## config.mk

```make
export PLATFORM = sky130hd
export DESIGN_NAME = pfb_front
export DESIGN_NICKNAME = d
export VERILOG_FILES = /design/src/hw/rtl/pfb_pkg.sv /design/src/hw/rtl/pfb_front.sv
export SDC_FILE = /design/constraint.sdc
export NUM_CORES = 1
export LEC_CHECK = 0
export BUFFER_PORTS_ARGS = -buffer_cell sky130_fd_sc_hd__buf_2
export CAP_MARGIN = 20
export CORE_MARGIN = 2
export CORE_UTILIZATION = 53
export CTS_BUF_LIST = sky130_fd_sc_hd__clkbuf_4 sky130_fd_sc_hd__clkbuf_8 sky130_fd_sc_hd__clkbuf_16
export DETAILED_ROUTE_END_ITERATION = 10
export GPL_TIMING_DRIVEN = 0
export PLACE_DENSITY = 0.88
export SYNTH_ARGS = -nofsm -noshare
export SYNTH_HDL_FRONTEND = slang
export SYNTH_SLANG_ARGS = --single-unit
```

## constraint.sdc

```tcl
create_clock -name clk -period 2.92 [get_ports clk]
set_input_delay 0.292 -clock clk [delete_from_list [all_inputs] [get_ports clk]]
set_output_delay 0.292 -clock clk [all_outputs]
set_load 0.01 [all_outputs]
```

## src/hw/rtl/pfb_pkg.sv

```systemverilog
// Shared types and constants for the page frame buffer refresh block.
package pfb_pkg;

    localparam int unsigned PAGE_BITS = 4;
    localparam int unsigned CMD_STEPS = 3;

    localparam logic [1:0] OP_DRAW    = 2'd0;
    localparam logic [1:0] OP_CLEAR   = 2'd1;
    localparam logic [1:0] OP_REFRESH = 2'd2;

    localparam logic [7:0] CMD_PAGE_BASE = 8'hB0;
    localparam logic [7:0] CMD_COL_LOW   = 8'h00;
    localparam logic [7:0] CMD_COL_HIGH  = 8'h10;

    typedef struct packed {
        logic [1:0] opcode;
        logic [7:0] pixel_x;
        logic [7:0] pixel_y;
        logic       pixel_on;
    } pfb_in_t;

    typedef struct packed {
        logic [7:0] out_byte;
        logic       is_data;
        logic       frame_end;
    } pfb_out_t;

    typedef enum logic [1:0] {
        KIND_DRAW,
        KIND_CLEAR,
        KIND_REFRESH
    } pfb_kind_t;

    typedef struct packed {
        pfb_kind_t             kind;
        logic [7:0]            col;
        logic [PAGE_BITS-1:0]  page;
        logic [7:0]            mask;
        logic                  set;
    } pfb_cmd_t;

    typedef struct packed {
        logic     valid;
        pfb_cmd_t cmd;
    } pfb_head_t;

    typedef struct packed {
        logic idle;
        logic wiping;
    } pfb_back_stat_t;

endpackage

```

## src/hw/rtl/pfb_front.sv

```systemverilog
// Front end: classifies transactions and queues work for the back engine.
module pfb_front #(
    parameter int COLUMNS = 128,
    parameter int PAGES   = 8
) (
    input  logic                    clk,
    input  logic                    rst_n,
    input  logic                    start,
    input  pfb_pkg::pfb_in_t        item,
    input  pfb_pkg::pfb_back_stat_t back_stat,
    output logic                    full,
    output pfb_pkg::pfb_head_t      head
);
    import pfb_pkg::*;

    localparam int QD  = 2;
    localparam int QPW = $clog2(QD);
    localparam int QCW = $clog2(QD + 1);

    pfb_cmd_t         q_reg [QD];
    logic [QPW-1:0]   wr_ptr_reg, wr_ptr_next;
    logic [QPW-1:0]   rd_ptr_reg, rd_ptr_next;
    logic [QCW-1:0]   count_reg, count_next;

    pfb_cmd_t         cmd;
    logic             keep;
    logic             x_ok;
    logic             y_ok;
    logic             accept;
    logic             push;
    logic             pop;

    // classify: out-of-range draws and the unused opcode are dropped here
    always_comb
    begin
        x_ok     = {1'b0, item.pixel_x} < 9'(COLUMNS);
        y_ok     = {1'b0, item.pixel_y} < 9'(PAGES * 8);
        cmd.col  = item.pixel_x;
        cmd.page = PAGE_BITS'(PAGES - 1 - int'(item.pixel_y[7:3]));
        cmd.mask = 8'h80 >> item.pixel_y[2:0];
        cmd.set  = item.pixel_on;
        cmd.kind = KIND_DRAW;
        keep     = 1'b0;
        unique case (item.opcode)
            OP_DRAW:
            begin
                cmd.kind = KIND_DRAW;
                keep     = x_ok && y_ok;
            end
            OP_CLEAR:
            begin
                cmd.kind = KIND_CLEAR;
                keep     = 1'b1;
            end
            OP_REFRESH:
            begin
                cmd.kind = KIND_REFRESH;
                keep     = 1'b1;
            end
            default:
            begin
                keep = 1'b0;
            end
        endcase
    end

    assign full       = (count_reg == QCW'(QD));
    assign accept     = start && !full && !back_stat.wiping;
    assign push       = accept && keep;
    assign head.valid = (count_reg != '0);
    assign head.cmd   = q_reg[rd_ptr_reg];
    assign pop        = head.valid && back_stat.idle;

    always_comb
    begin
        wr_ptr_next = push ? wr_ptr_reg + 1'b1 : wr_ptr_reg;
        rd_ptr_next = pop ? rd_ptr_reg + 1'b1 : rd_ptr_reg;
        count_next  = count_reg;
        if (push && !pop)
        begin
            count_next = count_reg + 1'b1;
        end
        else if (pop && !push)
        begin
            count_next = count_reg - 1'b1;
        end
    end

    always_ff @(posedge clk or negedge rst_n)
    begin
        if (!rst_n)
        begin
            wr_ptr_reg <= '0;
            rd_ptr_reg <= '0;
            count_reg  <= '0;
        end
        else
        begin
            wr_ptr_reg <= wr_ptr_next;
            rd_ptr_reg <= rd_ptr_next;
            count_reg  <= count_next;
        end
    end

    always_ff @(posedge clk)
    begin
        if (push)
        begin
            q_reg[wr_ptr_reg] <= cmd;
        end
    end

endmodule

```

## Word level (Yosys, flattened, before mapping)

Memory sizes are Yosys's and may differ from the RTL's.
Index checks and enable logic that the tools add are counted.

- Flip-flop bits (word level): 4
- RAM bits: 46
- Input bits: 24
- Output and inout port bits: 25
- Memories kept: 1

- $add $sub $neg: 5
- $lt $le $gt $ge: 2
- Equality and inequality tests: 3
- Shift-type cells: 1
- Mux-type cells: 6
- Reduce and logical (&&, ||, !) cells: 15

Memory list:

| name | depth | width | read ports | clocked after Yosys merged registers in | wr ports | RTL line | RTL |
|---|---|---|---|---|---|---|---|
| q_reg | 2 | 23 | 1 | 0 | 1 | pfb_front.sv:20 | `pfb_cmd_t q_reg [QD];` |

Operator list:

| kind | number |
|---|---|
| less-than comparator 8 x 7 -> 1 bit (second input constant) | 1 |
| less-than comparator 8 bit (second input constant) | 1 |
| right shift 8 x 3 -> 8 bit (first input constant) | 1 |
| logical AND 1 bit | 7 |
| equality test 2 bit (second input constant) | 2 |
| zero test 1 bit | 4 |
| two-way mux 2 bit | 2 |
| one-hot mux 2 bit (2 select lines) | 1 |
| nonzero test 2 bit | 2 |
| subtractor 3 x 4 -> 4 bit (first input constant) | 1 |
| adder 1 bit (second input constant) | 2 |
| adder 2 x 1 -> 2 bit (second input constant) | 1 |
| equality test 2 x 1 -> 1 bit (second input constant) | 1 |
| zero test 2 bit | 1 |
| two-way mux 1 bit | 2 |
| one-hot mux 1 bit (2 select lines) | 1 |
| OR reduction 2 bit | 1 |
| subtractor 2 x 1 -> 2 bit (second input constant) | 1 |

## Depth between registers and ports, before layout

Gate-level depths: netlist of the first run.

- Depth in word-level cells: 9
- Mapped depth: 9
- Gate-level depth less buffers: 9

## Least setup slack after synthesis of the first run

OpenSTA, ideal clock, no wires.

- Kind: input to register
- From: input item[17] in the netlist's numbering
- To: memory q_reg[1][0] in the netlist's numbering, enable pin
- Setup time: 0.403 ns
- Data arrival time: 1.824 ns
- Required time: 2.517 ns
- Slack: 0.693 ns
- Stages: 5
- Path buffers: 0
- Cells stage by stage: inv_1 -> ha_1 -> nor4b_2 -> o211ai_2 -> nor2_1

- Cells in the longest elaborated chain, start to end: 6
- Elaborated cells between the ends (all ways): 8
- Classes of those cells: 2 x eq/ne; 3 x mux; 3 x reduce/logical

RTL lines:

| element | RTL line | RTL |
|---|---|---|
| start, declared | pfb_front.sv:9 | `input pfb_pkg::pfb_in_t item,` |
| equality test 2 bit / equality test 2 x 1 -> 1 bit (equally long branches) | pfb_front.sv:44 | `unique case (item.opcode)` |
| OR reduction 2 bit (no source line) | n/a |  |
| one-hot mux 1 bit (2 select lines) * | pfb_front.sv:44 |  |
| logical AND 1 bit * | pfb_front.sv:69 | `assign push = accept && keep;` |
| two-way mux 1 bit * | pfb_front.sv:107 | `if (push)` |
| two-way mux 1 bit (not written as such) * | pfb_front.sv:109 | `q_reg[wr_ptr_reg] <= cmd;` |
| end, declared | pfb_front.sv:20 |  |

Mark *: on every way between the ends. The rest lies on a longest branch, timed or not.

==> results of run 1 <==
## where the power goes
group / total (W) / internal [W] / switching, W
clock: 0.000473 / 0.000275 / 0.000198
combinational: 0.000623 / 0.000339 / 0.000284
sequential: 0.000882 / 0.000850 / 0.0000320
total: 0.00198 / 0.00146 / 0.000515
## synthesized netlist by cell type (2+ instances only)
cell type  count  area [µm²]
inv_1          8       30.03
xnor2_1        3       26.28
nor3b_1        3       22.52
mux2_4        19       285.3
ha_1           5       62.56
buf_6          2       22.52
mux2_2         4       45.04
nand2_1        2       7.510
dfrtp_1        4       100.1
nor2_1         4       15.01
xor2_1         2       17.52
and3b_1        2       17.52
edfxtp_1      46        1381
## per-layer routing
layer / vias to the layer above / global-route usage / wire, µm
met5: - / 0 / 0
met4: 0 / 0.07143 / 59
met3: 5 / 0.04561 / 179
met2: 40 / 0.3025 / 1696
met1: 523 / 0.1661 / 1186
li1: 527 / - / -
## worst max-delay path: cells and delay by family, from the launching register on
family	cells	cell delay, ns
buffers and inverters	3	0.52
muxes	1	0.32
DFF	1	0.32
## metrics by stage
stage	setup slack [ns]	cells	util	hold WS, ns	power [W]
floorplan	0.6931	112	-	-0.003591	0.001341
global placement	0.1314	208	0.6417	0.1013	0.001503
detailed placement	0.9207	210	0.6511	0.1041	0.001530
CTS	1.161	219	0.6842	0.1838	0.002004
global route	1.111	219	0.6842	0.1741	0.002086
finish	1.175	219	0.6842	0.1909	0.001978
## area by class of cell
| type | count | area, µm² |
|---|---|---|
| Buffer | 3 | 27.53 |
| Clock buffer | 7 | 83.83 |
| Clock inverter | 1 | 30.03 |
| Fill cell | 271 | 1182 |
| Inverter | 8 | 30.03 |
| Multi-Input combinational cell | 51 | 568.0 |
| Sequential cell | 50 | 1481 |
| Tap cell | 48 | 60.06 |
| Timing Repair Buffer | 51 | 280.3 |
## kinds of logic (layout without fill, tap and decap cells)
| family | after synthesis | in the layout | synth area share |
|---|---|---|---|
| AOI/OAI and AO/OA | 1 | 1 | 0.005951 |
| xor gates and xnor gates | 5 | 5 | 0.02084 |
| adders and majority gates | 5 | 5 | 0.02976 |
| buffers and inverters | 11 | 70 | 0.02738 |
| DFF | 50 | 50 | 0.7048 |
| muxes | 23 | 23 | 0.1571 |
| and+or+nand+nor | 17 | 17 | 0.05417 |
## worst max path at each step
stage | from | to | slack, ns | depth (start not counted)
final | rd_ptr_reg | head[9] | 1.17 | 4
after global routing | rd_ptr_reg | head[9] | 1.11 | 4
after floorplan | item[17] | q_reg[1][0] | 0.69 | 5
after global placement | item[17] | q_reg[0][19] | 0.13 | 6
after CTS | rd_ptr_reg | head[9] | 1.16 | 4
after detailed placement | item[18] | q_reg[0][1] | 0.92 | 7
## what timing repair did
| action | 4_1_cts | 5_1_grt |
|---|---|---|
| hold buffers | 1 | 0 |
| hold endpoints to repair | 4 | 0 |
| setup endpoints to repair | 0 | 0 |
| buffers inserted | 0 | 0 |
==> results.yml, run 1 <==
worst_setup_path:
  cp.required_ns: 2.63
  timing.rr.end: "q_reg[0][13]"
  critical_path_arrival_ns: 1.45
  cp-end-kind: "primary output"
  rrSetupSlack_ns: 1.26
  ff2ff_path_depth: 4
  cp_common_cell: "buf_2"
  cp_cell_sequence: "buf_2 > buf_6 > mux2_4 > buf_2"
  slowest_delay_ns: 0.32
  r2r_start: "count_reg[0]"
  cp_slowest_cell: "dfrtp_1"
  criticalPathCategory: "register to primary output"
  startpoint_type: "register"
  crit_fanout: 10
sta:
  max_freq_mhz: 572.9
  slew-limit-headroom: 0.6800
  worstMarginPinSlew_ns: 0.4795
  rsz0062_at_grt: "no"
  post-route-period-util: 0.5978
  setup_viol: 0
  hold_violations: 0
  setup-tns-final_ns: 0
  fin_crit_ns: 1.745
  clock_skew_ns: 0.004021
  drv_slew: 0
place:
  globalplace.congestion: 0.7217
  portBuffers: 48
  dp_hpwl_mm: 2.397
  dpl_cell_area_um2: 2437
cells_and_area:
  final_layout_size_suffix_gt1_frac: 0.5205
  largest_register_ff_count: 46
  final_cell_mix: "49 x buf_2, 46 x edfxtp_1, 19 x mux2_4"
  final_nets: 199
  n_antenna_cell: 0
  final_common_cell: "buf_2"
  areaGrowthSynthToFinish_pct: 21.85
  fin_area_um2: 2561
die:
  die_area_um2: 4486
  die_y_um: 66.98
  io_pins: 49
  die_x_um: 66.98
  coreArea_um2: 3744
  rows: 22
  initial_core_util: 0.5615
worst_hold_path:
  min_to: "q_reg[0][16]"
  min_path_type: "input pin to register"
  hold_path_startpoint: "item[12]"
  hold_depth: 1
power:
  total_leakage_power_nw: 1.077
  cellPowerDensity_nw_per_um2: 772.3
  peakVddDrop_mv: 0.5656
drt:
  wl_mm: 3.121
  vias: 1095
  routedWlPerCell_um: 14.25
  drtAntennaViolNets: 0
  drtPass1Iterations: 4
  avgViaCountPerCell: 5.000
  drt_iter0_drc: 65
  drcViolationCount: 0
job:
  maxCapViolations: 0
cts:
  cts_tree: "yes"
  htreeDepth: 2
  clkTransAtPathRegs_ns: 0.08
  cts_max_path_buffers: 2
  cts_made_buffers: 5
  clk_latency_ns: 0.29
  cts.sinks: 50
  post_cts_resized: 0
  root_buffer: "clkbuf_8"
synthesis:
  synth_ff_type: "edfxtp_1"
  synth_edf_count: 46
  synth_seq_cells: 50
  synth.net_count: 141
  syn_inst: 112
  synthDistinctLibCells: 21
  async_reset_ff_frac: 0.08000
  seq_area_frac_synth: 0.7048
  avgSynthCellArea_um2: 18.77
  yosysWarnings: 0
  syn_area_um2: 2102
global_route:
  grt_pass1_wl_mm: 5.078
  grt_usage: 0.1620
  grt_pass1_vias: 1172
  grt_start_max_net_pins: 17
  grt_overflow: 0
  grt_antenna_before_repair: 0
run_status:
  outcome: "finished, final reports clean"
(Power assumes the default switching activity.)
==> inputs of run 2 (changes only) <==
Clock period 2.92 ns to 1.7 ns, I/O delays scaled along.
==> results.yml, run 2 (same netlist as run 1, synthesis figures left out) <==
sta:
  fin_crit_ns: 1.680
  timing.final.ws_setup_ns: 0.01961
  worstMarginPinSlew_ns: 0.6062
  clock_skew_ns: 0.001472
  rsz0062_at_grt: "yes"
  post-route-period-util: 0.9885
  hold_violations: 0
  slew-limit-headroom: 0.5955
  drv_slew: 0
  setup-tns-final_ns: 0
  setup_viol: 0
  max_freq_mhz: 595.1
job:
  maxCapViolations: 0
cts:
  root_buffer: "clkbuf_8"
  cts_made_buffers: 5
  htreeDepth: 2
  cts_tree: "yes"
  cts_max_path_buffers: 2
  clk_latency_ns: 0.29
  clkTransAtPathRegs_ns: 0.08
  cts.sinks: 50
worst_hold_path:
  min_path_type: "input pin to register"
  hold_path_startpoint: "item[15]"
  hold_depth: 1
power:
  seqPwrFrac: 0.445
  p_switching_w: 0.0009257
  comb_power_share: 0.319
  p_sw_frac: 0.2695
  clockPowerShare: 0.236
  intPower_w: 0.002510
  total_leakage_power_nw: 1.064
  peakVddDrop_mv: 0.9948
  cellPowerDensity_nw_per_um2: 1341
place:
  place_ws_ns: -0.5381
  portBuffers: 48
  globalplace.congestion: 0.7084
  dp_hpwl_mm: 2.132
  dp.cells: 208
cells_and_area:
  multi_input_area_um2: 599.3
  areaGrowthSynthToFinish_pct: 21.90
  instances_no_fill: 219
  final_common_cell: "buf_2"
  final_cell_mix: "49 x buf_2, 46 x edfxtp_1, 19 x mux2_4"
  final_nets: 199
  final_layout_size_suffix_gt1_frac: 0.5205
  ff_latch_area_um2: 1481
  largest_register_ff_count: 46
  n_antenna_cell: 0
  fillCellCount: 271
worst_setup_path:
  cp-endpoint: "q_reg[0][9]"
  cp_cell_sequence: "nand2b_1 > o211ai_4 > nor2_2"
  critical_path_arrival_ns: 1.61
  crit_start: "count_reg[0]"
  criticalPathCategory: "register to register"
  cp.required_ns: 1.63
  r2r_start: "count_reg[0]"
  rrSetupSlack_ns: 0.02
  cp-end-kind: "register"
  cp_slowest_cell: "nor2_2"
  startpoint_type: "register"
  crit_fanout: 11
  slowest_delay_ns: 0.54
  ff2ff_path_depth: 3
  timing.rr.end: "q_reg[0][9]"
drt:
  drt_iter0_drc: 55
  avgViaCountPerCell: 5.009
  wl_mm: 3.203
  routedWlPerCell_um: 14.63
  drcViolationCount: 0
  drtAntennaViolNets: 0
  drtPass1Iterations: 4
  vias: 1097
die:
  die_y_um: 66.98
  die_x_um: 66.98
  rows: 22
  io_pins: 49
  initial_core_util: 0.5615
  die_area_um2: 4486
  coreArea_um2: 3744
global_route:
  grt_usage: 0.1525
  grt_start_max_net_pins: 24
  grt_pass1_wl_mm: 4.878
  grt_antenna_before_repair: 0
  grt_overflow: 0
  grt_pass1_vias: 1162
run_status:
  outcome: "finished, final reports clean"
run 2: cell types whose count changed in the layout (fill, tap and decap cells not counted):
cell / change
o211ai_2: -1
nor2_4: +2
o211ai_4: +1
buf_8: -2
run 2: through the flow:
step                      power, W  utilization  area [µm²]  hold WS [ns]
after global placement    0.002586       0.6430        2407      -0.02132
final                     0.003436       0.6845        2562       0.06576
after detailed placement  0.002615       0.6430        2407      -0.01958
after global routing      0.003605       0.6845        2562       0.04809
after CTS                 0.003443       0.6812        2550       0.05626
after floorplan           0.002308            -        2107       -0.1256
run 2: power groups by stage:
stage / Sequential (W) / Combinational [W] / Clock (W)
2_1_floorplan: 0.00153 / 0.000778 / 0
3_3_place_gp: 0.00154 / 0.00105 / 0
3_5_place_dp: 0.00154 / 0.00107 / 0
4_1_cts: 0.00152 / 0.00109 / 0.000830
5_1_grt: 0.00154 / 0.00118 / 0.000887
6_report: 0.00153 / 0.00110 / 0.000812
run 2: timing repair:
action / in CTS / in global routing
gates resized for setup: 3 / 0
endpoints found under the hold margin: 4 / 0
pin swaps: 0 / 2
cloned: 0 / 2
hold buffers: 1 / 0
setup endpoints to repair: 46 / 46
buffers inserted: 0 / 0
run 2: area by class of cell:
type / count / share of cell area
sequential: 50 / 0.5781
multi-input combinational: 53 / 0.2339
timing repair buffer: 49 / 0.09766
clock buffer: 7 / 0.03271
tap: 48 / 0.02344
clock inverter: 1 / 0.01172
inverter: 8 / 0.01172
buffer: 3 / 0.01074
run 2: how the worst min path moves through the flow:
stage,endpoint,slack [ns]
3_3_place_gp,count_reg[1],-0.02
6_report,q_reg[1][19],0.07
2_1_floorplan,count_reg[0],-0.13
5_1_grt,q_reg[1][16],0.05
3_5_place_dp,count_reg[1],-0.02
4_1_cts,q_reg[1][16],0.06
run 2: worst max-delay path: cells and delay by family, from the launching register on:
family / cells / cell delay (ns)
compound gates: 1 / 0.16
flops: 1 / 0.41
simple gates: 2 / 0.74
run 2: routing by layer:
layer | vias to the layer above | global-route usage | routed length (µm)
met5 | - | 0 | 0
met4 | 0 | 0.04337 | 8
met3 | 2 | 0.05405 | 186
met2 | 33 | 0.2950 | 1839
met1 | 533 | 0.1501 | 1168
li1 | 529 | - | -
==> inputs of run 3 (changes only) <==
Settings changed: ABC_AREA from default to 1, CORE_UTILIZATION 53 to 52, PLACE_DENSITY 0.88 to 0.87.
==> results.yml, run 3 <==
cells_and_area:
  final_nets: 262
  n_antenna_cell: 0
  final_util: 0.6630
  final_cell_mix: "77 x nand2_1, 52 x buf_2, 46 x edfxtp_1"
  final_layout_size_suffix_gt1_frac: 0.2863
  areaGrowthSynthToFinish_pct: 21.32
  largest_register_ff_count: 46
  final_common_cell: "nand2_1"
  fin_area_um2: 2464
synthesis:
  synth_top_area_share: 0.6802
  syn_area_um2: 2031
  async_reset_ff_frac: 0.08000
  yosysMostFrequentCell: "nand2_1"
  synth.area.top_cells: "edfxtp_1 68%, nand2_1 14%, dfrtp_1 4.9%"
  seq_area_frac_synth: 0.7295
  synth_seq_cells: 50
  yosys.area.top_type: "edfxtp_1"
  synth_ff_type: "edfxtp_1"
  yosysWarnings: 0
  synthTopCellsByCount: "78 x nand2_1, 46 x edfxtp_1, 18 x inv_1"
  synthDistinctLibCells: 13
  synth.net_count: 204
  syn_inst: 175
  avgSynthCellArea_um2: 11.60
  synth_edf_count: 46
global_route:
  grt_overflow: 0
  grt_pass1_vias: 1232
  grt_antenna_before_repair: 0
  grt_start_max_net_pins: 24
  grt_usage: 0.1629
  grt_pass1_wl_mm: 5.112
cts:
  htreeDepth: 2
  clkTransAtPathRegs_ns: 0.08
  cts_made_buffers: 5
  clk_latency_ns: 0.29
  cts_max_path_buffers: 2
  root_buffer: "clkbuf_8"
  cts.sinks: 50
  cts_tree: "yes"
drt:
  drtPass1Iterations: 4
  drt_iter0_drc: 55
  wl_mm: 3.210
  vias: 1328
  drcViolationCount: 0
  routedWlPerCell_um: 11.38
  avgViaCountPerCell: 4.709
  drtAntennaViolNets: 0
place:
  portBuffers: 48
  dpl_cell_area_um2: 2338
  globalplace.congestion: 0.7942
  dp_hpwl_mm: 2.155
worst_setup_path:
  critical_path_arrival_ns: 1.77
  startpoint_type: "register"
  path_delay_family: "simple AND/OR/NAND/NOR gates"
  path_buf_inv: 1
  cp.required_ns: 1.88
  cp_common_cell: "nor2_2"
  slowest_delay_ns: 0.42
  crit_fanout: 4
  cp_cell_sequence: "nor2_2 > nor2_2 > nand2_2 > inv_1 > ha_1 > nand3b_1 > xor2_1"
  cp-end-kind: "register"
  criticalPathCategory: "register to register"
  cp_slowest_cell: "dfrtp_1"
sta:
  hold_violations: 0
  max_freq_mhz: 628.7
  drv_slew: 0
  post-route-period-util: 0.9357
  worstMarginPinSlew_ns: 0.3625
  clock_skew_ns: 0.005670
  setup_viol: 0
  fin_crit_ns: 1.591
  slew-limit-headroom: 0.7578
power:
  total_leakage_power_nw: 1.114
  cellPowerDensity_nw_per_um2: 1303
  peakVddDrop_mv: 0.7419
  finalPower_w: 0.003209
worst_hold_path:
  min_path_type: "input pin to register"
job:
  maxCapViolations: 0
die:
  initial_core_util: 0.5465
  die_area_um2: 4421
  rows: 22
  io_pins: 49
  coreArea_um2: 3716
  die_x_um: 66.49
  die_y_um: 66.49
run_status:
  outcome: "finished, final reports clean"
-- run 3: metrics by stage --
step | setup TNS, ns | setup WS (ns) | cells | hold slack [ns]
2_1_floorplan | 0 | 0.07044 | 175 | -0.1256
3_3_place_gp | -6.591 | -0.2107 | 271 | -0.01876
3_5_place_dp | -6.336 | -0.1962 | 271 | -0.01953
4_1_cts | 0 | 0.0007370 | 281 | 0.04578
5_1_grt | -0.02000 | -0.02000 | 282 | 0.05149
6_report | 0 | 0.1094 | 282 | 0.05860
-- run 3: worst register-to-register path: stages, from the launching register on --
cell and delay [ns]:
dfrtp_1 0.42, nor2_2 0.13, nor2_2 0.07, nand2_2 0.15
inv_1 0.07, ha_1 0.32, nand3b_1 0.18, xor2_1 0.14
-- run 3: worst paths after layout --
check,depth (start not counted),endpoint,slack (ns),startpoint
setup / recovery,7,count_reg[1],0.11,count_reg[0]
hold / removal,1,q_reg[1][18],0.06,item[14]
max in group asynchronous,2,rd_ptr_reg,1.37,rst_n
setup reg to reg,7,count_reg[1],0.11,count_reg[0]
min in group asynchronous,2,count_reg[0],0.21,rst_n
hold reg to reg,2,wr_ptr_reg,0.49,wr_ptr_reg
-- run 3: area by class of cell --
type / count / area, µm²
Multi-Input combinational cell: 103 / 484.2
Timing Repair Buffer: 49 / 250.2
Clock buffer: 6 / 76.32
Fill cell: 283 / 1252
Sequential cell: 50 / 1481
Timing Repair inverter: 1 / 7.507
Clock inverter: 2 / 8.758
Inverter: 19 / 75.07
Buffer: 4 / 20.02
Tap cell: 48 / 60.06
-- run 3: cell families (layout without fill, tap and decap cells) --
kind of cell	after synthesis	after routing	share of synthesized area
xor+xnor	3	3	0.01294
simple gates	94	95	0.1818
flops	50	50	0.7295
buf+inv	23	81	0.04497
fa+ha+maj	5	5	0.03081
-- run 3: layer usage --
metal | share of wire | GRT usage | wire length [µm]
met5 | 0 | 0 | 0
met4 | 0.017 | 0.07653 | 54
met3 | 0.072 | 0.06081 | 232
met2 | 0.49 | 0.2788 | 1585
met1 | 0.42 | 0.1783 | 1338
-- run 3: where the power goes --
part / switching (W) / internal (W) / total (W) / leakage (nW)
logic: 0.000666 / 0.000390 / 0.00106 / 0.600
clock network: 0.000342 / 0.000299 / 0.000641 / 0.0460
registers: 0.0000558 / 0.00146 / 0.00151 / 0.467
-- run 3: timing repair --
action | CTS | global route
gates resized for setup | 1 | 5
pin swaps | 0 | 1
hold buffers | 1 | 0
endpoints found under the hold margin | 4 | 0
buffers inserted | 0 | 0
gates cloned | 1 | 1
endpoints found under the setup margin | 46 | 35
